==> src/rtl/tnrd_pkg.sv <==
// Shared types, byte codes and helper functions for the telnet receive deframer.
// No dependencies; the parser, result register, top level, checker and bench import this package.
package tnrd_pkg;

    localparam logic [7:0] BYTE_IAC  = 8'd255;
    localparam logic [7:0] BYTE_DONT = 8'd254;
    localparam logic [7:0] BYTE_DO   = 8'd253;
    localparam logic [7:0] BYTE_WONT = 8'd252;
    localparam logic [7:0] BYTE_WILL = 8'd251;
    localparam logic [7:0] BYTE_SB   = 8'd250;
    localparam logic [7:0] BYTE_SE   = 8'd240;
    localparam logic [7:0] BYTE_EOR  = 8'd239;

    localparam logic [7:0] OPT_BINARY   = 8'd0;
    localparam logic [7:0] OPT_TERMTYPE = 8'd24;
    localparam logic [7:0] OPT_EOR      = 8'd25;
    localparam logic [7:0] OPT_NEWENV   = 8'd39;

    localparam int unsigned MAX_RESULTS = 3;

    typedef enum logic [2:0] {
        KIND_DATA   = 3'd0,
        KIND_EOR    = 3'd1,
        KIND_REPLY  = 3'd2,
        KIND_SUB    = 3'd3,
        KIND_SUBEND = 3'd4
    } kind_t;

    // All results caused by one input byte share one kind.
    typedef struct packed {
        kind_t                           kind;
        logic [1:0]                      count;
        logic [MAX_RESULTS-1:0][7:0]     value;
    } result_t;

    function automatic logic option_supported(input logic [7:0] opt);
        return (opt == OPT_BINARY) || (opt == OPT_TERMTYPE) ||
               (opt == OPT_EOR) || (opt == OPT_NEWENV);
    endfunction

endpackage

==> src/rtl/tnrd_in_if.sv <==
// Input channel of the telnet receive deframer: one received byte per transaction.
// Standalone interface; no package needed.
interface tnrd_in_if;
    logic       valid;
    logic       ready;
    logic [7:0] rx_byte;

    modport source (output valid, output rx_byte, input ready);
    modport sink   (input valid, input rx_byte, output ready);
endinterface

==> src/rtl/tnrd_out_if.sv <==
// Result channel of the telnet receive deframer: kind, value and last per transaction.
// Standalone interface; no package needed.
interface tnrd_out_if;
    logic       valid;
    logic       ready;
    logic [2:0] kind;
    logic [7:0] value;
    logic       last;

    modport source (output valid, output kind, output value, output last, input ready);
    modport sink   (input valid, input kind, input value, input last, output ready);
endinterface

==> src/rtl/tnrd_parser.sv <==
// Telnet command parser: holds the parse state and decodes one byte into its results.
// Depends on tnrd_pkg.
module tnrd_parser (
    input  logic              clk,
    input  logic              rst_n,
    input  logic              take,
    input  logic [7:0]        rx_byte,
    output tnrd_pkg::result_t result
);
    import tnrd_pkg::*;

    typedef enum logic [2:0] {
        ST_DATA   = 3'd0,
        ST_IAC    = 3'd1,
        ST_VERB   = 3'd2,
        ST_SB     = 3'd3,
        ST_SB_IAC = 3'd4
    } state_t;

    typedef enum logic [1:0] {
        VERB_WILL = 2'd0,
        VERB_WONT = 2'd1,
        VERB_DO   = 2'd2,
        VERB_DONT = 2'd3
    } verb_t;

    state_t state_reg, state_next;
    verb_t  verb_reg, verb_next;
    logic   open_reg, open_next;
    logic   supported;

    assign supported = option_supported(rx_byte);

    always_comb
    begin
        state_next   = state_reg;
        verb_next    = verb_reg;
        open_next    = open_reg;
        result       = '0;
        result.kind  = KIND_DATA;
        result.count = 2'd0;
        unique case (state_reg)
            ST_IAC:
            begin
                if (rx_byte == BYTE_IAC)
                begin
                    state_next      = ST_DATA;
                    open_next       = 1'b1;
                    result.count    = 2'd1;
                    result.value[0] = BYTE_IAC;
                end
                else if (rx_byte == BYTE_WILL || rx_byte == BYTE_WONT ||
                         rx_byte == BYTE_DO || rx_byte == BYTE_DONT)
                begin
                    state_next = ST_VERB;
                    priority if (rx_byte == BYTE_WILL)
                        verb_next = VERB_WILL;
                    else if (rx_byte == BYTE_WONT)
                        verb_next = VERB_WONT;
                    else if (rx_byte == BYTE_DO)
                        verb_next = VERB_DO;
                    else
                        verb_next = VERB_DONT;
                end
                else if (rx_byte == BYTE_SB)
                begin
                    state_next = ST_SB;
                end
                else
                begin
                    // Unknown commands are dropped; EOR only closes an open record.
                    state_next = ST_DATA;
                    if (rx_byte == BYTE_EOR && open_reg)
                    begin
                        open_next    = 1'b0;
                        result.kind  = KIND_EOR;
                        result.count = 2'd1;
                    end
                end
            end
            ST_VERB:
            begin
                state_next = ST_DATA;
                if (verb_reg == VERB_DO || verb_reg == VERB_WILL)
                begin
                    result.kind     = KIND_REPLY;
                    result.count    = 2'd3;
                    result.value[0] = BYTE_IAC;
                    result.value[2] = rx_byte;
                    if (verb_reg == VERB_DO)
                        result.value[1] = supported ? BYTE_WILL : BYTE_WONT;
                    else
                        result.value[1] = supported ? BYTE_DO : BYTE_DONT;
                end
            end
            ST_SB:
            begin
                if (rx_byte == BYTE_IAC)
                begin
                    state_next = ST_SB_IAC;
                end
                else
                begin
                    result.kind     = KIND_SUB;
                    result.count    = 2'd1;
                    result.value[0] = rx_byte;
                end
            end
            ST_SB_IAC:
            begin
                if (rx_byte == BYTE_IAC)
                begin
                    state_next      = ST_SB;
                    result.kind     = KIND_SUB;
                    result.count    = 2'd1;
                    result.value[0] = BYTE_IAC;
                end
                else if (rx_byte == BYTE_SE)
                begin
                    state_next   = ST_DATA;
                    result.kind  = KIND_SUBEND;
                    result.count = 2'd1;
                end
                else
                begin
                    state_next = ST_SB;
                end
            end
            default:
            begin
                // Plain data, and any unused state code, behaves as plain data.
                if (rx_byte == BYTE_IAC)
                begin
                    state_next = ST_IAC;
                end
                else
                begin
                    state_next      = ST_DATA;
                    open_next       = 1'b1;
                    result.count    = 2'd1;
                    result.value[0] = rx_byte;
                end
            end
        endcase
    end

    always_ff @(posedge clk or negedge rst_n)
    begin
        if (!rst_n)
        begin
            state_reg <= ST_DATA;
            verb_reg  <= VERB_WILL;
            open_reg  <= 1'b0;
        end
        else if (take)
        begin
            state_reg <= state_next;
            verb_reg  <= verb_next;
            open_reg  <= open_next;
        end
    end

endmodule

==> src/rtl/tnrd_out_buf.sv <==
// Result register: holds the results of one byte and hands them out one per transaction.
// Depends on tnrd_pkg and tnrd_out_if.
module tnrd_out_buf (
    input  logic              clk,
    input  logic              rst_n,
    input  logic              load,
    input  tnrd_pkg::result_t result,
    output logic              free,
    tnrd_out_if.source        res
);
    import tnrd_pkg::*;

    result_t    result_reg;
    logic       valid_reg;
    logic [1:0] idx_reg;
    logic       at_last;
    logic       drain;

    assign at_last = (idx_reg == (result_reg.count - 2'd1));
    assign drain   = res.ready && at_last;
    // A new byte may enter while the final pending result leaves.
    assign free    = !valid_reg || drain;

    assign res.valid = valid_reg;
    assign res.kind  = result_reg.kind;
    assign res.value = result_reg.value[idx_reg];
    assign res.last  = at_last;

    always_ff @(posedge clk or negedge rst_n)
    begin
        if (!rst_n)
        begin
            valid_reg <= 1'b0;
            idx_reg   <= 2'd0;
        end
        else if (load && result.count != 2'd0)
        begin
            valid_reg <= 1'b1;
            idx_reg   <= 2'd0;
        end
        else if (valid_reg && res.ready)
        begin
            if (at_last)
                valid_reg <= 1'b0;
            else
                idx_reg <= idx_reg + 2'd1;
        end
    end

    always_ff @(posedge clk)
    begin
        if (load && result.count != 2'd0)
            result_reg <= result;
    end

endmodule

==> src/rtl/telnet_receive_deframer.sv <==
// Telnet receive deframer top level: parser followed by a result register.
// The first result of a byte is registered and presented in the cycle after its transaction.
// Throughput: one single-result byte per cycle when not stalled; a reply is three results.
// Input readiness follows the result register: it frees when its final result is taken.
// Reset (asynchronous, active low) returns to plain data with no record open and no result.
module telnet_receive_deframer (
    input  logic        clk,
    input  logic        rst_n,
    tnrd_in_if.sink     rx,
    tnrd_out_if.source  res
);
    import tnrd_pkg::*;

    result_t result;
    logic    free;
    logic    take;

    assign rx.ready = free;
    assign take     = rx.valid && free;

    tnrd_parser u_parser (
        .clk     (clk),
        .rst_n   (rst_n),
        .take    (take),
        .rx_byte (rx.rx_byte),
        .result  (result)
    );

    tnrd_out_buf u_out_buf (
        .clk    (clk),
        .rst_n  (rst_n),
        .load   (take),
        .result (result),
        .free   (free),
        .res    (res)
    );

endmodule

==> src/flat_wrapper.sv <==
// flat-port wrapper written by rule: the top's interface ports become plain ports
module telnet_receive_deframer_flat import tnrd_pkg::*;
  (clk, rst_n, rx_valid, rx_rx_byte, rx_ready, res_valid, res_kind, res_value, res_last, res_ready);
  tnrd_in_if rx_i ();
  tnrd_out_if res_i ();
  input  logic clk;
  input  logic rst_n;
  input wire logic [$bits(rx_i.valid)-1:0] rx_valid;
  input wire logic [$bits(rx_i.rx_byte)-1:0] rx_rx_byte;
  output wire logic [$bits(rx_i.ready)-1:0] rx_ready;
  output wire logic [$bits(res_i.valid)-1:0] res_valid;
  output wire logic [$bits(res_i.kind)-1:0] res_kind;
  output wire logic [$bits(res_i.value)-1:0] res_value;
  output wire logic [$bits(res_i.last)-1:0] res_last;
  input wire logic [$bits(res_i.ready)-1:0] res_ready;
  assign rx_i.valid = rx_valid;
  assign rx_i.rx_byte = rx_rx_byte;
  assign rx_ready = rx_i.ready;
  assign res_valid = res_i.valid;
  assign res_kind = res_i.kind;
  assign res_value = res_i.value;
  assign res_last = res_i.last;
  assign res_i.ready = res_ready;
  telnet_receive_deframer u_core (.clk(clk), .rst_n(rst_n), .rx(rx_i), .res(res_i));
endmodule
==> config.mk <==
export PLATFORM = sky130hd
export DESIGN_NAME = telnet_receive_deframer_flat
export DESIGN_NICKNAME = d
export VERILOG_FILES = /design/src/rtl/tnrd_pkg.sv /design/src/rtl/tnrd_in_if.sv /design/src/rtl/tnrd_out_if.sv /design/src/rtl/tnrd_parser.sv /design/src/rtl/tnrd_out_buf.sv /design/src/rtl/telnet_receive_deframer.sv /design/src/flat_wrapper.sv
export SDC_FILE = /design/constraint.sdc
export NUM_CORES = 1
export LEC_CHECK = 0
export ABC_AREA = 0
export ABC_CLOCK_PERIOD_IN_PS = 7200
export BUFFER_PORTS_ARGS = -buffer_cell sky130_fd_sc_hd__clkbuf_2
export CORE_UTILIZATION = 40
export DETAILED_ROUTE_END_ITERATION = 6
export PLACE_DENSITY = 0.58
export SLEW_MARGIN = 10
export SYNTH_ARGS = -nofsm -noshare
export SYNTH_HDL_FRONTEND = slang
export SYNTH_HIERARCHICAL = 1
export SYNTH_SLANG_ARGS = --single-unit
export TNS_END_PERCENT = 1
==> constraint.sdc <==
create_clock -name clk -period 7.2 [get_ports clk]
set_clock_uncertainty 0.15 [all_clocks]
set_input_delay 0.36 -clock clk [delete_from_list [all_inputs] [get_ports clk]]
set_output_delay 0.36 -clock clk [all_outputs]
set_load 0.005 [all_outputs]
==> qor.yml, run 1 <==
outcome:
  outcome: "complete, no violations"
synthesis:
  async_flop_share_pct: 23.7
  yosys.area.top_type: "edfxtp_1"
  synth-main-ff-cell: "edfxtp_1"
  synthCells: 223
  synth_fp_nets: 235
  synth_top_area_share_pct: 38.4
  synth-edff-count: 29
  syn_avg_cell_area_um2: 10.2
  syn_area_um2: 2270
  ys_ff_latch: 38
  yosysSeqAreaShare_pct: 48.3
  ys_types: 52
  synth.area.top_cells: "edfxtp_1, dfrtp_1, a21oi_1"
  synth_warnings: 6
floorplanning:
  placementRows: 27
  die_height_um: 77.3
  start_util_pct: 41.4
  die-area_um2: 5980
  die_w_um: 77.3
  core-area_um2: 5470
  io_pins: 26
run:
  drv_cap: 0
route:
  detail-route-antenna-nets: 0
  drt_iter0_markers: 114
  finalWirelength_um: 4640
  routedWlPerCell_um: 15.1
  firstDrtPassIters: 4
  vias_per_cell: 5.58
  vias: 1713
  drcViolationCount: 0
setup_path:
  crit_path_start: "u_core/u_out_buf/idx_reg[1]$_DFFE_PN0P_"
  end_kind: "flip-flop"
  timing.rr.end: "u_core/u_out_buf/result_reg[21]$_DFFE_PP_"
  crit_arrival_ps: 3200
  rr_worst_depth: 6
  worstPathRequired_ps: 6960
  r2r_slack_ps: 3760
  critical_path_class: "reg2reg"
  path_max_fanout: 31
  worstSetupEndpoint: "u_core/u_out_buf/result_reg[21]$_DFFE_PP_"
  start_kind: "flip-flop"
  rr_startpoint: "u_core/u_out_buf/idx_reg[1]$_DFFE_PN0P_"
global_routing:
  antenna_found_initial: 0
  grt_max_degree: 32
  grt_pass1_wl_um: 7910
  grt_usage_pct: 17.0
  grt_pass1_vias: 1583
  overflow: 0
layout:
  utilization_pct: 44.9
  nNetsFinal: 246
  drive_gt1_share_pct: 17.0
  fill_cells: 538
  postLayoutCellArea_um2: 2460
  syn_to_final_growth_pct: 8.27
  ff_latch_area_um2: 1100
  num_antenna_cells: 0
  stdcell_count: 307
  multi_input_area_um2: 1020
  largest_register_ffs: 26
placed_design:
  io_buffers: 25
  postPlaceCellArea_um2: 2360
  gp_congestion: 0.868
  dp.cells: 298
  place_hpwl_um: 3270
clock_tree:
  cts_root_buffer: "clkbuf_8"
  cts_tree: "done"
  clk_pin_slew_worst_paths_ps: 70
  cts_num_sinks: 38
  cts_buffer_depth: 2
  cts_setup_buffers: 0
  clock_latency_ps: 290
  cts_resized: 0
  htree_levels: 2
  numCtsBuffers: 5
power:
  power-per-cell-area_nw_per_um2: 290
  ir_drop_mv: 0.0936
  leakage_nw: 0.892
  power_uw: 713
sta:
  setup_viol: 0
  fmax_mhz: 291
  rsz0062_at_grt: "no"
  period_needed_ps: 3440
  tns_ps: 0
  period_share_pct: 47.8
  worstMarginPinSlew_ps: 1150
  drv_slew: 0
  hold_viol_final: 0
  relSlewSlack_pct: 23.5
worst_hold_path:
  hp-class: "in2async"
where the power goes:
| part | switching, mW | internal (mW) | total (mW) |
|---|---|---|---|
| clock | 0.0752 | 0.0662 | 0.141 |
| combinational | 0.120 | 0.0986 | 0.219 |
| sequential | 0.0455 | 0.307 | 0.352 |
cell families (layout without fill, tap and decap cells):
family,count (synthesis),in the layout,synth area share (%)
compound gates,69,69,19.4
mux,13,13,5.85
buf+inv,28,40,6.56
simple gates,72,72,18.8
xor+xnor,3,3,1.16
flops,38,38,48.3
per-stage QoR:
stage,setup WS [ps],hold slack [ps]
after detailed placement,3760,97.5
after global routing,3430,328
after global placement,3820,98.8
after CTS,3720,300
final,3760,307
after floorplan,4450,-85.6
how the worst min path moves through the flow:
stage,start,to,slack (ps)
after floorplan,rst_n,u_core/u_out_buf/idx_reg[0]$_DFFE_PN0P_,-90
final,rst_n,u_core/u_out_buf/res.valid$_DFFE_PN0P_,310
after detailed placement,rst_n,u_core/u_parser/open_reg$_DFFE_PN0P_,100
after CTS,rx_rx_byte[7],u_core/u_out_buf/result_reg[23]$_DFFE_PP_,300
after global routing,rx_rx_byte[7],u_core/u_out_buf/result_reg[23]$_DFFE_PP_,330
after global placement,rst_n,u_core/u_parser/open_reg$_DFFE_PN0P_,100
worst max-delay path, stage by stage, from the launching register on:
cell	delay, ps
dfrtp_1	690
xnor2_1	260
or3b_1	450
nand3_1	120
and2_1	340
o21ai_0	190
inv_1	860
synth_stat cells, drive strengths merged (3+ instances only):
library cell,instances
edfxtp,29
a21oi,23
buf,18
nand2,16
o21ai,15
and2,11
mux2i,11
o211ai,10
dfrtp,9
nand3,8
nor2,7
nor3,6
clkbuf,5
inv,5
nand2b,4
nand4,4
nor3b,3
o22ai,3
routing by layer:
layer | global-route usage (%) | up-vias | routed length [um]
met5 | 0 | - | 0
met1 | 23.5 | 801 | 2250
met4 | 9.06 | 0 | 134
met3 | 3.45 | 12 | 166
met2 | 24.7 | 43 | 2090
li1 | - | 857 | -
cell usage in the layout, fill, tap and decap left out, drive strengths merged, types with 3 or more instances in the layout:
cell type | synthesis | layout
a21oi | 23 | 23
mux2i | 11 | 11
nand4 | 4 | 4
nor2 | 7 | 7
nand3 | 8 | 8
o211ai | 10 | 10
and2 | 11 | 11
nor3 | 6 | 6
nand2 | 16 | 16
clkbuf | 5 | 30
nor3b | 3 | 3
o22ai | 3 | 3
dfrtp | 9 | 9
nand2b | 4 | 4
edfxtp | 29 | 29
o21ai | 15 | 15
inv | 5 | 5
timing repair:
action,in CTS,in global routing
hold endpoints to repair,9,0
hold buffers,1,0
endpoints found under the setup margin,0,0
area by class of cell:
class | instances | area share [%]
Sequential cell | 38 | 44.6
Multi-Input combinational cell | 157 | 41.7
Timing Repair Buffer | 27 | 5.81
Tap cell | 72 | 3.67
Clock buffer | 5 | 2.80
Inverter | 5 | 0.764
Clock inverter | 3 | 0.662
Power figures use the tool's default switching activity.
==> inputs of run 2 (changes only) <==
ABC_AREA = 1   (was 0)
ABC_CLOCK_PERIOD_IN_PS = 3300   (was 7200)
PLACE_DENSITY = 0.59   (was 0.58)
clock period = 3.3 ns   (was 7.2 ns; I/O delays follow)
==> qor.yml, run 2 <==
worst_hold_path:
  hp-class: "in2reg"
  holdPathEnd: "u_core/u_out_buf/res.valid$_DFFE_PN0P_"
  hold_depth: 4
  min_from: "res_ready"
clock_tree:
  htree_levels: 2
  cts_num_sinks: 38
  cts_buffer_depth: 2
  clk_pin_slew_worst_paths_ps: 70
  clock_latency_ps: 290
  numCtsBuffers: 5
  cts_resized: 0
  cts_root_buffer: "clkbuf_8"
  cts_tree: "done"
  cts_setup_buffers: 0
sta:
  setup_viol: 0
  hold_viol_final: 0
  period_share_pct: 83.1
  fmax_mhz: 365
  rsz0062_at_grt: "no"
  period_needed_ps: 2740
  fin_ws_ps: 557
  worstMarginPinSlew_ps: 407
  drv_slew: 0
  tns_ps: 0
  relSlewSlack_pct: 72.9
layout:
  largest_register_ffs: 26
  syn_to_final_growth_pct: 11.5
  num_antenna_cells: 0
  final_common_cell: "nand2_1"
  nNetsFinal: 283
  ff_latch_area_um2: 1100
  multi_input_area_um2: 822
  postLayoutCellArea_um2: 2360
  drive_gt1_share_pct: 19.9
  fill_cells: 528
  layout_common_cells: "nand2_1, nor2_1, edfxtp_1"
floorplanning:
  die_w_um: 74.8
  die_height_um: 74.8
  placementRows: 26
  core-area_um2: 5110
  io_pins: 26
  start_util_pct: 41.5
  die-area_um2: 5590
route:
  finalWirelength_um: 4250
  routedWlPerCell_um: 12.4
  vias_per_cell: 4.87
  detail-route-antenna-nets: 0
  drt_iter0_markers: 80
  drcViolationCount: 0
  firstDrtPassIters: 4
  vias: 1664
synthesis:
  ys_types: 30
  synth.area.top_cells: "edfxtp_1, dfrtp_1, nand2_1"
  synth-edff-count: 29
  async_flop_share_pct: 23.7
  synth_most_common_cell: "nand2_1"
  synth_warnings: 6
  synth-main-ff-cell: "edfxtp_1"
  synthCells: 247
  ys_top_cells_by_count: "nand2_1, nor2_1, edfxtp_1"
  yosysSeqAreaShare_pct: 51.7
  syn_area_um2: 2120
  ys_ff_latch: 38
  yosys.area.top_type: "edfxtp_1"
  synth_top_area_share_pct: 41.1
  syn_avg_cell_area_um2: 8.58
  synth_fp_nets: 259
setup_path:
  critPathSlowestCell: "dfrtp_1"
  r2r_slack_ps: 560
  rr_worst_depth: 11
  worstPathRequired_ps: 3110
  end_kind: "flip-flop"
  rr_startpoint: "u_core/u_out_buf/idx_reg[0]$_DFFE_PN0P_"
  crit_top_cell: "nand2_1"
  critical_path_class: "reg2reg"
  path_max_fanout: 22
  start_kind: "flip-flop"
  path_cells: "inv_2, nor2_1, nand3_2, nand2_4, nand2_1, nand2_1, nand2_1, inv_1, o21ai_4, inv_1, buf_4"
  slowest_delay_ps: 590
  crit_arrival_ps: 2560
  timing.rr.end: "u_core/u_out_buf/result_reg[3]$_DFFE_PP_"
  crit_path_start: "u_core/u_out_buf/idx_reg[0]$_DFFE_PN0P_"
placed_design:
  place_hpwl_um: 3300
  postPlaceCellArea_um2: 2270
  gp_congestion: 0.808
  dp_slack_ps: 569
  io_buffers: 25
power:
  p_seq_share_pct: 45.5
  clockPowerShare_pct: 17.9
  ir_drop_mv: 0.308
  power-per-cell-area_nw_per_um2: 700
  p_switching_uw: 621
  leakage_nw: 1.08
  power_mw: 1.65
  comb_power_share_pct: 36.6
  p_sw_share_pct: 37.5
  p_int_mw: 1.03
run:
  drv_cap: 0
global_routing:
  grt_pass1_wl_um: 7280
  antenna_found_initial: 0
  grt_pass1_vias: 1607
  grt_usage_pct: 17.5
  overflow: 0
  grt_max_degree: 23
outcome:
  outcome: "complete, no violations"
-- run 2: cell types whose count changed after synthesis, sizes merged, moves of 7 or more --
cell	before	now
nand2	16	55
nor2	7	39
inv	5	29
a21oi	23	4
o21ai	15	34
nand3	8	22
and2	11	0
mux2i	11	0
o211ai	10	0
buf	18	11
-- run 2: how the worst max path moves through the flow --
stage | to | slack [ps] | depth (start not counted)
6_report | u_core/u_out_buf/result_reg[3]$_DFFE_PP_ | 560 | 11
5_1_grt | u_core/u_out_buf/result_reg[3]$_DFFE_PP_ | 320 | 11
4_1_cts | u_core/u_out_buf/result_reg[3]$_DFFE_PP_ | 550 | 11
3_5_place_dp | u_core/u_out_buf/result_reg[22]$_DFFE_PP_ | 570 | 11
3_3_place_gp | u_core/u_out_buf/result_reg[22]$_DFFE_PP_ | 630 | 11
2_1_floorplan | u_core/u_out_buf/idx_reg[1]$_DFFE_PN0P_ | 920 | 11
-- run 2: area by class of cell --
type	instances	area share, %
flip-flops and latches	38	46.4
multi-input cells	167	34.8
clock inverters	2	0.371
clock buffers	6	3.07
well taps	70	3.71
inverters	30	4.98
repair buffers	29	6.67
-- run 2: timing repair --
item                                    in CTS  in global routing
endpoints found under the setup margin       0                  0
hold buffers                                 1                  0
hold endpoints to repair                     9                  0
-- run 2: per-stage QoR --
stage               hold WS (ps)  utilization (%)  std cells
finish                      43.9             46.3        342
global route                80.2             46.3        342
CTS                         44.5             46.3        342
detailed placement          -105             44.5        333
global placement            -105             44.5        333
floorplan                   -281                -        247
-- run 2: cells by family (layout without fill, tap and decap cells) --
family	count (synthesis)	after routing	synth area share [%]
compound gates	43	43	11.9
buf+inv	42	67	9.45
flops	38	38	51.7
simple gates	124	124	26.9
-- run 2: per-layer routing --
layer | wire (um) | vias up | share of wire [%] | track usage [%]
met5 | 0 | - | 0 | 0
met4 | 76 | 0 | 1.8 | 6.92
met3 | 118 | 8 | 2.8 | 4.15
met2 | 1980 | 26 | 47 | 27.8
met1 | 2070 | 767 | 49 | 23.1
li1 | - | 863 | - | -
-- run 2: critical path, delay by kind of cell, from the launching register on --
family / cells / cell delay [ps]
AO/OA/AOI/OAI: 1 / 110
flip-flops: 1 / 590
AND/OR/NAND/NOR: 6 / 530
buffers and inverters: 4 / 1030
-- run 2: power by group through the flow --
| stage | Clock [mW] | Combinational [mW] | Sequential [mW] |
|---|---|---|---|
| 2_1_floorplan | 0 | 0.457 | 0.719 |
| 3_3_place_gp | 0 | 0.604 | 0.766 |
| 3_5_place_dp | 0 | 0.610 | 0.763 |
| 4_1_cts | 0.304 | 0.614 | 0.753 |
| 5_1_grt | 0.324 | 0.682 | 0.768 |
| 6_report | 0.296 | 0.606 | 0.753 |
==> inputs of run 3 (changes only) <==
ABC_CLOCK_PERIOD_IN_PS = 2600   (was 3300)
clock period = 2.6 ns   (was 3.3 ns; I/O delays follow)
==> qor.yml, run 3 (same netlist as run 2, synthesis figures left out) <==
route:
  detail-route-antenna-nets: 0
  firstDrtPassIters: 4
  vias_per_cell: 4.80
  vias: 1661
  routedWlPerCell_um: 12.4
  finalWirelength_um: 4290
  drt_iter0_markers: 61
  drcViolationCount: 0
floorplanning:
  die_height_um: 74.8
  core-area_um2: 5110
  placementRows: 26
  io_pins: 26
  die_w_um: 74.8
  start_util_pct: 41.5
  die-area_um2: 5590
setup_path:
  crit_arrival_ps: 2100
  worstPathRequired_ps: 2440
  r2r_slack_ps: 340
  rr_worst_depth: 11
  start_kind: "flip-flop"
  path_max_fanout: 28
  rr_startpoint: "u_core/u_out_buf/idx_reg[1]$_DFFE_PN0P_"
  timing.rr.end: "u_core/u_out_buf/result_reg[19]$_DFFE_PP_"
  crit_path_start: "u_core/u_out_buf/idx_reg[1]$_DFFE_PN0P_"
  critical_path_class: "reg2reg"
  end_kind: "flip-flop"
power:
  power_mw: 2.35
  leakage_nw: 1.13
  ir_drop_mv: 0.416
  power-per-cell-area_nw_per_um2: 959
sta:
  period_share_pct: 87.1
  drv_slew: 0
  relSlewSlack_pct: 74.7
  worstMarginPinSlew_ps: 378
  hold_viol_final: 0
  rsz0062_at_grt: "no"
  tns_ps: 0
  fmax_mhz: 442
  setup_viol: 0
  period_needed_ps: 2260
clock_tree:
  cts_buffer_depth: 2
  clock_latency_ps: 280
  cts_tree: "done"
  clk_pin_slew_worst_paths_ps: 70
  cts_num_sinks: 38
  numCtsBuffers: 5
  htree_levels: 2
  cts_root_buffer: "clkbuf_8"
layout:
  drive_gt1_share_pct: 21.4
  ff_latch_area_um2: 1100
  largest_register_ffs: 26
  multi_input_area_um2: 822
  fill_cells: 530
  nNetsFinal: 287
  num_antenna_cells: 0
  syn_to_final_growth_pct: 15.9
  final_common_cell: "nand2_1"
  layout_common_cells: "nand2_1, nor2_1, edfxtp_1"
global_routing:
  antenna_found_initial: 0
  overflow: 0
  grt_max_degree: 29
  grt_usage_pct: 16.6
  grt_pass1_wl_um: 6900
  grt_pass1_vias: 1544
outcome:
  outcome: "complete, no violations"
placed_design:
  place_hpwl_um: 3170
  gp_congestion: 0.823
  io_buffers: 25
worst_hold_path:
  min_from: "res_ready"
  holdPathEnd: "u_core/u_out_buf/res.valid$_DFFE_PN0P_"
  hold_depth: 4
  hp-class: "in2reg"
run:
  drv_cap: 0
[run 3: final cells by class]
cell class	instances	area share, %
flip-flops and latches	38	44.6
multi-input cells	167	33.5
clock buffers	5	2.80
repair buffers	33	8.15
well taps	70	3.57
clock inverters	3	2.60
inverters	30	4.79
[run 3: through the flow]
stage	utilization (%)	worst slack, ps	hold WS [ps]	area, um2	std cells
global route	48.1	71.7	49.6	2460	346
global placement	45.3	383	-135	2310	337
CTS	48.1	297	3.56	2460	346
finish	48.1	336	12.3	2460	346
detailed placement	45.3	314	-130	2310	337
floorplan	-	218	-316	2120	247
[run 3: metal layers]
layer  global-route usage [%]  routed length [um]
met1                     21.5                1960
met2                     27.6                2170
met3                     3.61                 147
met4                     5.45                  11
met5                        0                   0
[run 3: critical path: stages (launching register included)]
cell,delay [ps]
dfrtp_1,480
inv_2,160
nand2_1,90
nand3_1,110
nand2_4,110
nand2_1,50
nand2_1,90
nand2_1,60
inv_1,160
o21ai_4,110
inv_1,180
buf_12,220
[run 3: how the worst max path moves through the flow]
| stage | slack [ps] | cells after the start | end |
|---|---|---|---|
| 2_1_floorplan | 220 | 11 | u_core/u_out_buf/idx_reg[1]$_DFFE_PN0P_ |
| 3_3_place_gp | 380 | 10 | u_core/u_out_buf/result_reg[7]$_DFFE_PP_ |
| 3_5_place_dp | 310 | 14 | u_core/u_out_buf/idx_reg[0]$_DFFE_PN0P_ |
| 4_1_cts | 300 | 14 | u_core/u_out_buf/idx_reg[0]$_DFFE_PN0P_ |
| 5_1_grt | 70 | 14 | u_core/u_out_buf/idx_reg[0]$_DFFE_PN0P_ |
| 6_report | 340 | 11 | u_core/u_out_buf/result_reg[19]$_DFFE_PP_ |
[run 3: report_power, final]
part	internal, mW	switching, mW	total [mW]
clock	0.380	0.201	0.580
combinational	0.329	0.529	0.857
sequential	0.850	0.0662	0.917
[run 3: repair_timing]
item,in CTS,in global routing
hold buffers,1,0
hold endpoints to repair,9,0
buffers inserted,0,0
gates resized for setup,0,0
